### config.mk
export PLATFORM = sky130hd
export DESIGN_NAME = rpsb_ctrl
export DESIGN_NICKNAME = d
export VERILOG_FILES = /design/src/design/rpsb_pkg.sv /design/src/design/rpsb_ctrl.sv
export SDC_FILE = /design/constraint.sdc
export NUM_CORES = 1
export LEC_CHECK = 0
export BUFFER_PORTS_ARGS = -buffer_cell sky130_fd_sc_hd__buf_2
export CAP_MARGIN = 20
export CORE_MARGIN = 3
export CORE_UTILIZATION = 28
export CTS_CLUSTER_DIAMETER = 60
export DETAILED_ROUTE_END_ITERATION = 7
export GPL_ROUTABILITY_DRIVEN = 0
export GPL_TIMING_DRIVEN = 1
export SLEW_MARGIN = 20
export SYNTH_ARGS = -nofsm -noshare
export SYNTH_HDL_FRONTEND = slang
export SYNTH_SLANG_ARGS = --single-unit
### constraint.sdc
create_clock -name clk -period 14.8 [get_ports clk]
set_clock_uncertainty 0.15 [all_clocks]
set_input_delay 3.7 -clock clk [delete_from_list [all_inputs] [get_ports clk]]
set_output_delay 3.7 -clock clk [all_outputs]
set_load 0.01 [all_outputs]
### src/design/rpsb_pkg.sv
// -----------------------------------------------------------------------------
// rpsb_pkg
// Shared types and constants for the register producer scoreboard.
// -----------------------------------------------------------------------------
package rpsb_pkg;

	localparam int SEQ_W      = 63;
	localparam int SRC_FIELDS = 4;
	localparam int DST_FIELDS = 2;

	localparam int RPSB_NUM_REGS    = 256;
	localparam int RPSB_MAX_SOURCES = 4;
	localparam int RPSB_MAX_DESTS   = 2;

	// Item kinds
	localparam logic [1:0] KIND_DISPATCH = 2'd0;
	localparam logic [1:0] KIND_PEEK     = 2'd1;
	localparam logic [1:0] KIND_CLEAR    = 2'd2;

	typedef struct packed {
		logic [1:0]       kind;
		logic [SEQ_W-1:0] seq;
		logic [SEQ_W-1:0] low;
		logic [2:0]       src_count;
		logic [8:0]       src0;
		logic [7:0]       src1;
		logic [7:0]       src2;
		logic [7:0]       src3;
		logic [1:0]       dst_count;
		logic [7:0]       dst0;
		logic [7:0]       dst1;
	} rpsb_item_t;

	typedef struct packed {
		logic             has;
		logic [SEQ_W-1:0] seq;
		logic             last;
	} rpsb_res_t;

	// Table access controls from the sequencer
	typedef struct packed {
		logic rd_en;
		logic wr_en;
		logic inval_en;
		logic clear_all;
	} rpsb_tbl_ctl_t;

endpackage

### src/design/rpsb_ctrl.sv
// -----------------------------------------------------------------------------
// rpsb_ctrl
// Sequencer: walks the sources through one lookup and compare unit, then
// writes the destinations one per cycle.
// -----------------------------------------------------------------------------
module rpsb_ctrl import rpsb_pkg::*; #(
	parameter int NUM_REGS    = RPSB_NUM_REGS,
	parameter int MAX_SOURCES = RPSB_MAX_SOURCES,
	parameter int MAX_DESTS   = RPSB_MAX_DESTS
) (
	input  logic                        clk,
	input  logic                        arst_n,
	input  logic                        in_valid,
	output logic                        in_ready,
	input  rpsb_item_t                  item,
	output logic                        push_valid,
	input  logic                        push_ready,
	output rpsb_res_t                   push_res,
	output rpsb_tbl_ctl_t               tbl_ctl,
	output logic [$clog2(NUM_REGS)-1:0] tbl_addr,
	output logic [SEQ_W-1:0]            tbl_wr_seq,
	input  logic [SEQ_W-1:0]            tbl_rd_seq,
	input  logic                        tbl_rd_valid
);

	localparam int IDX_W   = $clog2(NUM_REGS);
	localparam int SRC_LIM = (MAX_SOURCES < SRC_FIELDS) ? MAX_SOURCES : SRC_FIELDS;
	localparam int DST_LIM = (MAX_DESTS < DST_FIELDS) ? MAX_DESTS : DST_FIELDS;
	localparam logic [2:0]  SRC_LIM_L = 3'(SRC_LIM);
	localparam logic [1:0]  DST_LIM_L = 2'(DST_LIM);
	localparam logic [10:0] NREG_L    = 11'(NUM_REGS);

	localparam logic [2:0] S_IDLE  = 3'd0;
	localparam logic [2:0] S_LOOK  = 3'd1;
	localparam logic [2:0] S_CMP   = 3'd2;
	localparam logic [2:0] S_FINAL = 3'd3;
	localparam logic [2:0] S_DEST  = 3'd4;

	logic [2:0]       state_q;
	logic [1:0]       kind_q;
	logic [SEQ_W-1:0] seq_q;
	logic [SEQ_W-1:0] low_q;
	logic [8:0]       src_q [SRC_FIELDS];
	logic [SRC_FIELDS-1:0] src_ok_q;
	logic [7:0]       dst_q [DST_FIELDS];
	logic [DST_FIELDS-1:0] dst_ok_q;
	logic [2:0]       cnt_q;
	logic [1:0]       nd_q;
	logic [2:0]       idx_q;
	logic [1:0]       didx_q;
	logic             pend_valid_q;
	logic [SEQ_W-1:0] pend_seq_q;

	logic       accept;
	logic       ge;
	logic       live;
	logic       stale;
	logic       stall;
	logic       idx_last;
	logic       dest_last;
	logic [2:0] ns;
	logic [1:0] nd;

	assign in_ready  = (state_q == S_IDLE);
	assign accept    = in_valid && in_ready;
	assign ns        = (item.src_count > SRC_LIM_L) ? SRC_LIM_L : item.src_count;
	assign nd        = (item.dst_count > DST_LIM_L) ? DST_LIM_L : item.dst_count;

	// shared compare unit
	assign ge        = (tbl_rd_seq >= low_q);
	assign live      = src_ok_q[idx_q[1:0]] && tbl_rd_valid && ge;
	assign stale     = src_ok_q[idx_q[1:0]] && tbl_rd_valid && !ge
	                   && (kind_q == KIND_DISPATCH);
	assign stall     = live && pend_valid_q && !push_ready;
	assign idx_last  = ((idx_q + 3'd1) == cnt_q);
	assign dest_last = ((didx_q + 2'd1) == nd_q);
	assign tbl_wr_seq = seq_q;

	always_comb begin
		tbl_ctl       = '0;
		tbl_addr      = IDX_W'(src_q[idx_q[1:0]]);
		push_valid    = 1'b0;
		push_res.has  = 1'b1;
		push_res.seq  = pend_seq_q;
		push_res.last = 1'b0;
		case (state_q)
			S_IDLE: begin
				tbl_ctl.clear_all = accept && (item.kind == KIND_CLEAR);
			end
			S_LOOK: begin
				tbl_ctl.rd_en = 1'b1;
			end
			S_CMP: begin
				tbl_ctl.inval_en = stale;
				push_valid       = live && pend_valid_q;
			end
			S_FINAL: begin
				push_valid    = 1'b1;
				push_res.has  = pend_valid_q;
				push_res.seq  = pend_valid_q ? pend_seq_q : '0;
				push_res.last = 1'b1;
			end
			S_DEST: begin
				tbl_addr       = IDX_W'(dst_q[didx_q[0]]);
				tbl_ctl.wr_en  = dst_ok_q[didx_q[0]];
			end
			default: begin
				tbl_ctl = '0;
			end
		endcase
	end

	always_ff @(posedge clk or negedge arst_n) begin
		if (!arst_n) begin
			state_q      <= S_IDLE;
			kind_q       <= KIND_DISPATCH;
			cnt_q        <= '0;
			nd_q         <= '0;
			idx_q        <= '0;
			didx_q       <= '0;
			pend_valid_q <= 1'b0;
		end else begin
			case (state_q)
				S_IDLE: begin
					if (accept) begin
						kind_q       <= item.kind;
						idx_q        <= '0;
						didx_q       <= '0;
						pend_valid_q <= 1'b0;
						nd_q         <= nd;
						case (item.kind)
							KIND_DISPATCH: begin
								cnt_q   <= ns;
								state_q <= (ns == 3'd0) ? S_FINAL : S_LOOK;
							end
							KIND_PEEK: begin
								cnt_q   <= 3'd1;
								state_q <= S_LOOK;
							end
							KIND_CLEAR: begin
								state_q <= S_FINAL;
							end
							default: begin
								state_q <= S_IDLE;
							end
						endcase
					end
				end
				S_LOOK: begin
					state_q <= S_CMP;
				end
				S_CMP: begin
					if (!stall) begin
						if (live) begin
							pend_valid_q <= 1'b1;
						end
						idx_q   <= idx_q + 3'd1;
						state_q <= idx_last ? S_FINAL : S_LOOK;
					end
				end
				S_FINAL: begin
					if (push_ready) begin
						if (kind_q == KIND_DISPATCH && nd_q != 2'd0) begin
							state_q <= S_DEST;
						end else begin
							state_q <= S_IDLE;
						end
					end
				end
				S_DEST: begin
					didx_q  <= didx_q + 2'd1;
					state_q <= dest_last ? S_IDLE : S_DEST;
				end
				default: begin
					state_q <= S_IDLE;
				end
			endcase
		end
	end

	// payload: capture the item, track the pending dependency
	always_ff @(posedge clk) begin
		if (accept) begin
			seq_q       <= item.seq;
			low_q       <= item.low;
			src_q[0]    <= item.src0;
			src_q[1]    <= {1'b0, item.src1};
			src_q[2]    <= {1'b0, item.src2};
			src_q[3]    <= {1'b0, item.src3};
			src_ok_q[0] <= ({2'b00, item.src0} < NREG_L);
			src_ok_q[1] <= ({3'b000, item.src1} < NREG_L);
			src_ok_q[2] <= ({3'b000, item.src2} < NREG_L);
			src_ok_q[3] <= ({3'b000, item.src3} < NREG_L);
			dst_q[0]    <= item.dst0;
			dst_q[1]    <= item.dst1;
			dst_ok_q[0] <= ({3'b000, item.dst0} < NREG_L);
			dst_ok_q[1] <= ({3'b000, item.dst1} < NREG_L);
		end
		if (state_q == S_CMP && !stall && live) begin
			pend_seq_q <= tbl_rd_seq;
		end
	end

endmodule

==> impl_metrics.tcl, run 1 <==
set metrics [dict create \
    run_status "finished, final reports clean" \
    worstPathBufferInverterCount 3 \
    max_freq_mhz 101 \
    filler_cells 3476 \
    finalWorstPathRequiredPeriod_ns 9.91 \
    syn_area_sq_um 10400 \
    floorplan.die.height_um 199 \
    grt_remaining_overflow 0 \
    io_pins 392 \
    buffer_depth_of_the_longest_clock_path 3 \
    ys_dominant_reg_cell "sky130_fd_sc_hd__edfxtp_1" \
    dp_hpwl_mm 20.8 \
    initial_utilization_pct 28.8 \
    timing.reg2reg.worst_path_depth 10 \
    grt_pass1_wl_mm 40.1 \
    num_vias 6907 \
    maxSlewViolCount 0 \
    rr_startpoint "low_q[62]$_DFFE_PP_" \
    wirelength_mm 27.3 \
    worst_setup_path_start_kind "input port" \
    postSynth.asyncResetShare_pct 6.30 \
    hold_path_origin "didx_q[1]$_DFFE_PN0P_" \
    path_clk_slew_ns 0.06 \
    number_of_synthesized_flops_with_an_enable_pin 238 \
    setup_viol_count_final 0 \
    final_hold_vios 0 \
    final-instance-count-excl-fill 1582 \
    die_area_sq_um 39500 \
    setup_total_negative_slack_ns 0 \
    clk_latency_ns 0.58 \
    crit_path_cell_trace "buf_2, inv_1, ha_1, nand2b_1, a31oi_1, o21ai_1, a211oi_1, a2bb2oi_1, a21oi_1, a21oi_1, nor2b_1, buf_2" \
    place_inst 1519 \
    slowest_cell_on_the_critical_path "sky130_fd_sc_hd__a2bb2oi_1" \
    arrival_time_reported_for_the_critical_path_endpoint_ns 6.06 \
    synth.lib_cells_used.distinct 46 \
    postSynthRegisterBits 254 \
    syn2layout_area_growth_pct 33.8 \
    tightest_slew_ns 1.03 \
    cpLargestDelayFamily "compound AO/OA/AOI/OAI gates" \
    min-delay-path-class "flip-flop to flip-flop" \
    drv_cap 0 \
    rsz0062_at_grt "no" \
    regToRegSetupSlack_ns 11.15 \
    num_rows 69 \
    clock_tree.root_cell "sky130_fd_sc_hd__clkbuf_16" \
    critical_path.startpoint "tbl_rd_seq[0]" \
    final_antenna_net_count 0 \
    synthCells 678 \
    gr-usage-all-layers_pct 13.3 \
    most_common_cell_after_layout_fill_and_taps_aside "sky130_fd_sc_hd__buf_2" \
    sequential_fraction_of_the_synthesis_area_pct 72.6 \
    max-slew-margin-rel_pct 31.2 \
    tritoncts_num_sinks 254 \
    critPathRequiredTime_ns 10.95 \
    port_buffers 391 \
    die-width_um 199 \
    grt_pass1_vias 7179 \
    average_wire_length_per_cell_after_detail_routing_um 17.2 \
    number_of_antenna_violations_at_the_first_check_in_global_routing 11 \
    synth.net_count 992 \
    post_synth.cell_area_avg_sq_um 15.3 \
    cts_inserted_buffers 31 \
    max-vdd-ir-drop_uv 107 \
    path_max_fanout 3 \
    drt_pass1_iterations 4 \
    timing.hold.worst_endpoint "didx_q[1]$_DFFE_PN0P_" \
    postCtsSetupBuffers 0 \
    post_cts_resized 0 \
    synth-warning-count 0 \
    cpPeakStageDelay_ns 0.41 \
    setup.worst_path.class "input port to output port" \
    min_path_cells 1 \
    period_share_pct 67.0 \
    post_route_cells_drive_above_1_share_pct 40.4 \
    grt_max_degree 115 \
    cts_tree "built" \
    final_cell_mix "sky130_fd_sc_hd__buf_2 (391), sky130_fd_sc_hd__edfxtp_1 (238), sky130_fd_sc_hd__inv_1 (73)" \
    htree_levels 1 \
    remaining_drc_errors 0 \
    power.static_leakage_nw 5.95 \
    powerDensity_nw_per_um2 164 \
    num-nets-final 1405 \
    dr.first_iter.drc_count 288 \
    critical_path.endpoint_type "output port" \
    core_region_area_sq_um 36100 \
    worstReg2RegEnd "pend_seq_q[29]$_DFFE_PP_" \
    cts-hold-fix-buffers 0 \
    viasPerCell 4.37 \
]
## sequential cells by signal (all words and copies together) (netlist names)
register      count
cnt_q             3
didx_q            2
dst_q            16
idx_q             3
kind_q            2
low_q            63
nd_q              2
pend_seq_q       63
pend_valid_q      1
src_ok_q          1
src_q            32
state_q           3
tbl_wr_seq       63
## power by group
| group | switching [W] | total [W] | internal [W] |
|---|---|---|---|
| sequential | 0.0000664 | 0.00102 | 0.000954 |
| clock | 0.000299 | 0.000722 | 0.000423 |
| combinational | 0.000324 | 0.000534 | 0.000210 |
## layer usage
metal | GRT usage (%) | routed length, um | vias up
li1 | - | - | 3334
met1 | 15.4 | 10500 | 3180
met2 | 22.0 | 12900 | 306
met3 | 5.06 | 2610 | 75
met4 | 5.67 | 1220 | 12
met5 | 0 | 80 | -
## cell usage after synthesis (2+ instances only)
cell type	number	area share, %
sky130_fd_sc_hd__nor3b_1	2	0.14
sky130_fd_sc_hd__a221oi_1	2	0.17
sky130_fd_sc_hd__nor3_1	6	0.29
sky130_fd_sc_hd__ha_1	64	7.7
sky130_fd_sc_hd__nand4_1	15	0.90
sky130_fd_sc_hd__o22ai_1	2	0.12
sky130_fd_sc_hd__nand2_1	40	1.4
sky130_fd_sc_hd__edfxtp_1	238	69
sky130_fd_sc_hd__inv_1	74	2.7
sky130_fd_sc_hd__mux4_2	8	1.7
sky130_fd_sc_hd__a31oi_1	2	0.12
sky130_fd_sc_hd__a21o_1	4	0.29
sky130_fd_sc_hd__o21ai_0	21	1.0
sky130_fd_sc_hd__nand3_1	8	0.39
sky130_fd_sc_hd__mux2i_1	9	0.87
sky130_fd_sc_hd__xnor2_1	4	0.34
sky130_fd_sc_hd__clkbuf_1	11	0.40
sky130_fd_sc_hd__dfrtp_1	16	3.9
sky130_fd_sc_hd__nand2b_1	2	0.12
sky130_fd_sc_hd__nor2_1	16	0.58
sky130_fd_sc_hd__buf_2	2	0.096
sky130_fd_sc_hd__nor2b_1	67	4.0
sky130_fd_sc_hd__a211oi_1	3	0.22
sky130_fd_sc_hd__nor4_1	5	0.30
sky130_fd_sc_hd__o21ai_1	3	0.14
sky130_fd_sc_hd__a21oi_1	34	1.6
## final cells by class
cell class | instances | area, sq um | share of cell area, %
sequential | 254 | 7550 | 54.2
timing repair buffer | 394 | 1980 | 14.2
multi-input combinational | 336 | 2530 | 18.2
clock buffer | 40 | 810 | 5.82
clock inverter | 17 | 168 | 1.21
tap | 461 | 577 | 4.15
inverter | 74 | 283 | 2.03
antenna | 6 | 15.0 | 0.108
## worst max-delay path by stage
stage,end,cells past startpoint
after global routing,push_valid,12
after CTS,push_valid,12
final,push_valid,12
after detailed placement,push_valid,12
after global placement,push_valid,12
after floorplan,push_valid,9
## kinds of logic (layout without fill, tap and decap cells)
family | Yosys count | after routing | synth area share, %
DFF | 254 | 254 | 72.6
and+or+nand+nor | 168 | 168 | 8.75
buffers and inverters | 88 | 525 | 3.20
AOI/OAI and AO/OA | 81 | 81 | 4.61
adders and majority gates | 64 | 64 | 7.70
muxes | 18 | 18 | 2.71
xor gates and xnor gates | 5 | 5 | 0.421
other | 0 | 6 | 0
## stage by stage
stage	area [sq um]	worst slack (ns)	power [W]	util (%)	hold slack, ns
global route	13900	4.50	0.00241	38.5	0.393
floorplan	10400	5.75	0.00136	-	0.318
detailed placement	12900	4.63	0.00159	35.8	0.344
global placement	12900	4.65	0.00158	35.8	0.329
CTS	13900	4.62	0.00232	38.5	0.352
finish	13900	4.89	0.00228	38.6	0.348
Note: power is estimated with default switching activity, not from simulation.
==> run 2, diff against run 1 <==
- clock period: 14.8 -> 9.2 ns (I/O delays scaled with it)
==> run 2 against run 1 <==
  * First-iteration DRC count decreased by 34%
  * Hold slack better by 0.0037 ns
  * Setup slack worse by 2.8 ns
  * Wire length shrank 1.4%
  * Sequential power grew 61%
  * Non-clock buffer count stayed put
  * Largest power group unchanged
==> impl_metrics.tcl, run 2 (synthesis gave the netlist of run 1 again) <==
set metrics [dict create \
    run_status "finished, final reports clean" \
    postCtsSetupBuffers 0 \
    finish.utilization_pct 38.3 \
    post_route_cells_drive_above_1_share_pct 40.5 \
    worst_setup_path_start_kind "input port" \
    arrival_time_reported_for_the_critical_path_endpoint_ns 4.66 \
    slowest_cell_on_the_critical_path "sky130_fd_sc_hd__a2bb2oi_1" \
    grt_max_degree 115 \
    port_buffers 391 \
    power.static_leakage_nw 5.93 \
    wirelength_mm 26.9 \
    period_share_pct 77.2 \
    rr_startpoint "low_q[62]$_DFFE_PP_" \
    clk_latency_ns 0.57 \
    viasPerCell 4.37 \
    powerDensity_nw_per_um2 260 \
    rsz0062_at_grt "no" \
    ff_latch_area_sq_um 7550 \
    final_cell_mix "sky130_fd_sc_hd__buf_2 (391), sky130_fd_sc_hd__edfxtp_1 (238), sky130_fd_sc_hd__inv_1 (73)" \
    average_wire_length_per_cell_after_detail_routing_um 17.1 \
    min-delay-path-class "flip-flop to flip-flop" \
    drt_pass1_iterations 5 \
    most_common_cell_after_layout_fill_and_taps_aside "sky130_fd_sc_hd__buf_2" \
    maxSlewViolCount 0 \
    drv_cap 0 \
    cts_tree "built" \
    gr-usage-all-layers_pct 13.0 \
    remaining_drc_errors 0 \
    tritoncts_num_sinks 254 \
    grt_pass1_wl_mm 39.4 \
    crit_path_cell_trace "buf_2, inv_1, ha_1, nand2b_1, a31oi_1, o21ai_1, a211oi_1, a2bb2oi_1, a21oi_1, a21oi_1, nor2b_1, buf_2" \
    post_cts_resized 0 \
    hold_path_origin "didx_q[1]$_DFFE_PN0P_" \
    path_clk_slew_ns 0.06 \
    io_pins 392 \
    tightest_slew_ns 1.06 \
    setup_viol_count_final 0 \
    grt_pass1_vias 7099 \
    critical_path.endpoint_type "output port" \
    core_region_area_sq_um 36100 \
    num_rows 69 \
    buffer_depth_of_the_longest_clock_path 3 \
    dr.first_iter.drc_count 191 \
    num_vias 6880 \
    clock_tree.root_cell "sky130_fd_sc_hd__clkbuf_16" \
    place_inst 1519 \
    cts_inserted_buffers 29 \
    combined_area_of_the_multi_input_logic_cells_sq_um 2530 \
    die-width_um 199 \
    path_max_fanout 3 \
    floorplan.die.height_um 199 \
    cpPeakStageDelay_ns 0.41 \
    number_of_antenna_violations_at_the_first_check_in_global_routing 11 \
    die_area_sq_um 39500 \
    cts-hold-fix-buffers 0 \
    setup_total_negative_slack_ns 0 \
    initial_utilization_pct 28.8 \
    postLayoutCellArea_sq_um 13800 \
    standard_cell_area_after_detailed_placement_sq_um 12900 \
    max-slew-margin-rel_pct 29.5 \
    syn2layout_area_growth_pct 33.1 \
    max_freq_mhz 141 \
    final_hold_vios 0 \
    final-instance-count-excl-fill 1575 \
    grt_remaining_overflow 0 \
    dp_hpwl_mm 20.7 \
    setup.worst_path.class "input port to output port" \
    num-nets-final 1403 \
    critical_path.startpoint "tbl_rd_seq[0]" \
    final_antenna_net_count 0 \
    power_w 0.00360 \
    htree_levels 1 \
    finalWorstPathRequiredPeriod_ns 7.11 \
    filler_cells 3474 \
    critPathRequiredTime_ns 6.75 \
    max-vdd-ir-drop_uv 226 \
]
run 2: cell types whose count changed in the layout (fill, tap and decap cells not counted):
cell and change:
sky130_fd_sc_hd__diode_2 -3, sky130_fd_sc_hd__clkbuf_16 -2, sky130_fd_sc_hd__inv_6 -1, sky130_fd_sc_hd__clkinv_2 +4
sky130_fd_sc_hd__inv_8 +1, sky130_fd_sc_hd__clkbuf_1 -4, sky130_fd_sc_hd__clkinv_1 +1, sky130_fd_sc_hd__clkinv_4 -2
sky130_fd_sc_hd__clkinv_8 -1
run 2: power by group:
group | total, W | leakage (nW) | internal (W) | switching [W]
clock network | 0.00110 | 0.446 | 0.000636 | 0.000462
registers | 0.00164 | 2.40 | 0.00154 | 0.000107
logic | 0.000857 | 3.08 | 0.000337 | 0.000521
total | 0.00360 | 5.93 | 0.00251 | 0.00109
run 2: critical path, delay by kind of cell:
kind	cells	cell delay, ns
simple gates	2	0.24
buf+inv	3	0.27
fa+ha+maj	1	0.28
compound gates	6	1.56
run 2: layer usage:
metal | global-route usage, % | routed length, um | up-vias
met5 | 0 | 110 | -
met4 | 3.83 | 782 | 16
met3 | 5.13 | 2590 | 57
met2 | 22.2 | 12900 | 286
met1 | 15.3 | 10600 | 3208
li1 | - | - | 3313
run 2: cell type report:
class | count | share of cell area, %
Antenna cell | 3 | 0.0543
Clock buffer | 34 | 5.38
Clock inverter | 19 | 1.16
Inverter | 74 | 2.04
Multi-Input combinational cell | 336 | 18.3
Sequential cell | 254 | 54.6
Tap cell | 461 | 4.17
Timing Repair Buffer | 394 | 14.3
run 2: per-stage QoR:
stage | hold WS, ns | worst slack (ns)
2_1_floorplan | 0.318 | 1.82
3_3_place_gp | 0.329 | 1.84
3_5_place_dp | 0.340 | 1.85
4_1_cts | 0.348 | 1.82
5_1_grt | 0.384 | 1.72
6_report | 0.352 | 2.09
run 2: path summary, 6_finish.rpt:
path,end,slack [ns],cells after the start
hold / removal,didx_q[1]$_DFFE_PN0P_,0.35,1
setup / recovery,push_valid,2.09,12
min in group asynchronous,cnt_q[1]$_DFFE_PN0P_,1.50,1
hold reg to reg,didx_q[1]$_DFFE_PN0P_,0.35,1
setup reg to reg,pend_seq_q[28]$_DFFE_PP_,5.50,10
max in group asynchronous,pend_valid_q$_DFFE_PN0P_,7.10,1
==> run 3, diff against run 2 <==
- clock period: 9.2 -> 7 ns (I/O delays scaled with it)
==> run 3 against run 2 <==
  * Sequential power is 32% higher
  * Global-route usage is 0.53 points higher
  * Power is 35% higher
  * Count of clock-buffer cells in the layout is 7 higher
  * Largest power group unchanged
==> impl_metrics.tcl, run 3 (synthesis gave the netlist of run 1 again) <==
set metrics [dict create \
    core_region_area_sq_um 36100 \
    power.static_leakage_nw 6.00 \
    power_w 0.00486 \
    clk_latency_ns 0.53 \
    rsz0062_at_grt "no" \
    netSwitchingFraction_pct 30.3 \
    num_rows 69 \
    max-slew-margin-rel_pct 45.5 \
    most_common_cell_after_layout_fill_and_taps_aside "sky130_fd_sc_hd__buf_2" \
    path_max_fanout 3 \
    net-switching-power_w 0.00147 \
    cts-hold-fix-buffers 0 \
    maxSlewViolCount 0 \
    tightest_slew_ns 0.818 \
    period_share_pct 87.6 \
    relative_contribution_of_combinational_cells_to_total_power_pct 23.4 \
    postLayoutCellArea_sq_um 14000 \
    arrival_time_reported_for_the_critical_path_endpoint_ns 4.23 \
    run_status "finished, final reports clean" \
    setup.worst_path.class "input port to output port" \
    max_freq_mhz 163 \
    max-vdd-ir-drop_uv 244 \
    grt_max_degree 72 \
    setup_slack_ns 0.869 \
    setup_total_negative_slack_ns 0 \
    seq_power_share_pct 44.4 \
    postCtsSetupBuffers 0 \
    remaining_drc_errors 0 \
    io_pins 392 \
    cts_tree "built" \
    drv_cap 0 \
    tritoncts_num_sinks 254 \
    grt_remaining_overflow 0 \
    cts_inserted_buffers 34 \
    critical_path.endpoint_type "output port" \
    cellInternalPower_w 0.00339 \
    port_buffers 391 \
    critPathRequiredTime_ns 5.10 \
    final_cell_mix "sky130_fd_sc_hd__buf_2 (391), sky130_fd_sc_hd__edfxtp_1 (238), sky130_fd_sc_hd__inv_1 (73)" \
    wirelength_mm 27.4 \
    powerDensity_nw_per_um2 347 \
    setup_viol_count_final 0 \
    min-delay-path-class "flip-flop to flip-flop" \
    buffer_depth_of_the_longest_clock_path 3 \
    dp_hpwl_mm 21.1 \
    die_area_sq_um 39500 \
    viasPerCell 4.39 \
    final-instance-count-excl-fill 1584 \
    clock_tree.root_cell "sky130_fd_sc_hd__clkbuf_16" \
    average_wire_length_per_cell_after_detail_routing_um 17.3 \
    final_hold_vios 0 \
    dr.first_iter.drc_count 228 \
    num_vias 6946 \
    syn2layout_area_growth_pct 34.5 \
    drt_pass1_iterations 6 \
    floorplan.die.height_um 199 \
    grt_pass1_vias 7220 \
    final_antenna_net_count 0 \
    initial_utilization_pct 28.8 \
    grt_pass1_wl_mm 40.3 \
    die-width_um 199 \
    num-nets-final 1411 \
    gr-usage-all-layers_pct 13.6 \
    standard_cell_area_after_detailed_placement_sq_um 13000 \
    number_of_antenna_violations_at_the_first_check_in_global_routing 11 \
    post_route_cells_drive_above_1_share_pct 40.8 \
    place_inst 1522 \
    dp_slack_ns 0.616 \
    post_cts_resized 0 \
    path_clk_slew_ns 0.06 \
    htree_levels 2 \
    clock_power_share_pct 32.3 \
    worst_setup_path_start_kind "input port" \
    finalWorstPathRequiredPeriod_ns 6.13 \
    filler_cells 3485 \
]
## run 3: final timing paths
path / startpoint / endpoint / depth (start not counted) / slack, ns
min in group asynchronous: arst_n / nd_q[0]$_DFFE_PN0P_ / 1 / 1.00
worst max-delay path: tbl_rd_seq[0] / push_valid / 12 / 0.87
worst min-delay path: didx_q[1]$_DFFE_PN0P_ / didx_q[1]$_DFFE_PN0P_ / 1 / 0.34
worst min register to register: didx_q[1]$_DFFE_PN0P_ / didx_q[1]$_DFFE_PN0P_ / 1 / 0.34
max in group asynchronous: arst_n / idx_q[0]$_DFFE_PN0P_ / 1 / 5.41
worst max register to register: low_q[37]$_DFFE_PP_ / pend_seq_q[16]$_DFFE_PP_ / 11 / 3.59
## run 3: final cells by class
type                       instances  area, sq um  share of cell area [%]
sequential                       254         7550                    54.0
multi-input combinational        336         2530                    18.1
timing repair buffer             397         2010                    14.4
clock buffer                      41          898                    6.42
tap                              461          577                    4.12
inverter                          74          283                    2.02
clock inverter                    17          123                   0.877
antenna                            4         10.0                  0.0716
## run 3: metal layers
layer,track usage (%),vias to the layer above,wire length (um)
li1,-,3343,-
met1,15.0,3227,10500
met2,22.9,301,13300
met3,5.47,63,2650
met4,6.30,12,886
met5,0,-,76
## run 3: per-stage QoR
step / hold WS (ns) / utilization [%]
6_report: 0.340 / 38.8
3_5_place_dp: 0.336 / 35.9
3_3_place_gp: 0.329 / 35.9
5_1_grt: 0.389 / 38.8
2_1_floorplan: 0.318 / -
4_1_cts: 0.343 / 38.7
## run 3: power groups by stage
| stage | Clock (W) | Combinational [W] | Sequential (W) |
|---|---|---|---|
| after floorplan | 0 | 0.000675 | 0.00220 |
| after global placement | 0 | 0.00115 | 0.00218 |
| after detailed placement | 0 | 0.00117 | 0.00219 |
| after CTS | 0.00163 | 0.00117 | 0.00216 |
| after global routing | 0.00168 | 0.00128 | 0.00219 |
| final | 0.00157 | 0.00113 | 0.00216 |
## run 3: critical path: stages
cell and delay (ns):
sky130_fd_sc_hd__buf_2 0.09, sky130_fd_sc_hd__inv_1 0.04, sky130_fd_sc_hd__ha_1 0.27, sky130_fd_sc_hd__nand2b_1 0.18, sky130_fd_sc_hd__a31oi_1 0.29, sky130_fd_sc_hd__o21ai_1 0.19
sky130_fd_sc_hd__a211oi_1 0.59, sky130_fd_sc_hd__a2bb2oi_1 0.33, sky130_fd_sc_hd__a21oi_1 0.13, sky130_fd_sc_hd__a21oi_1 0.17, sky130_fd_sc_hd__nor2b_1 0.07, sky130_fd_sc_hd__buf_2 0.14
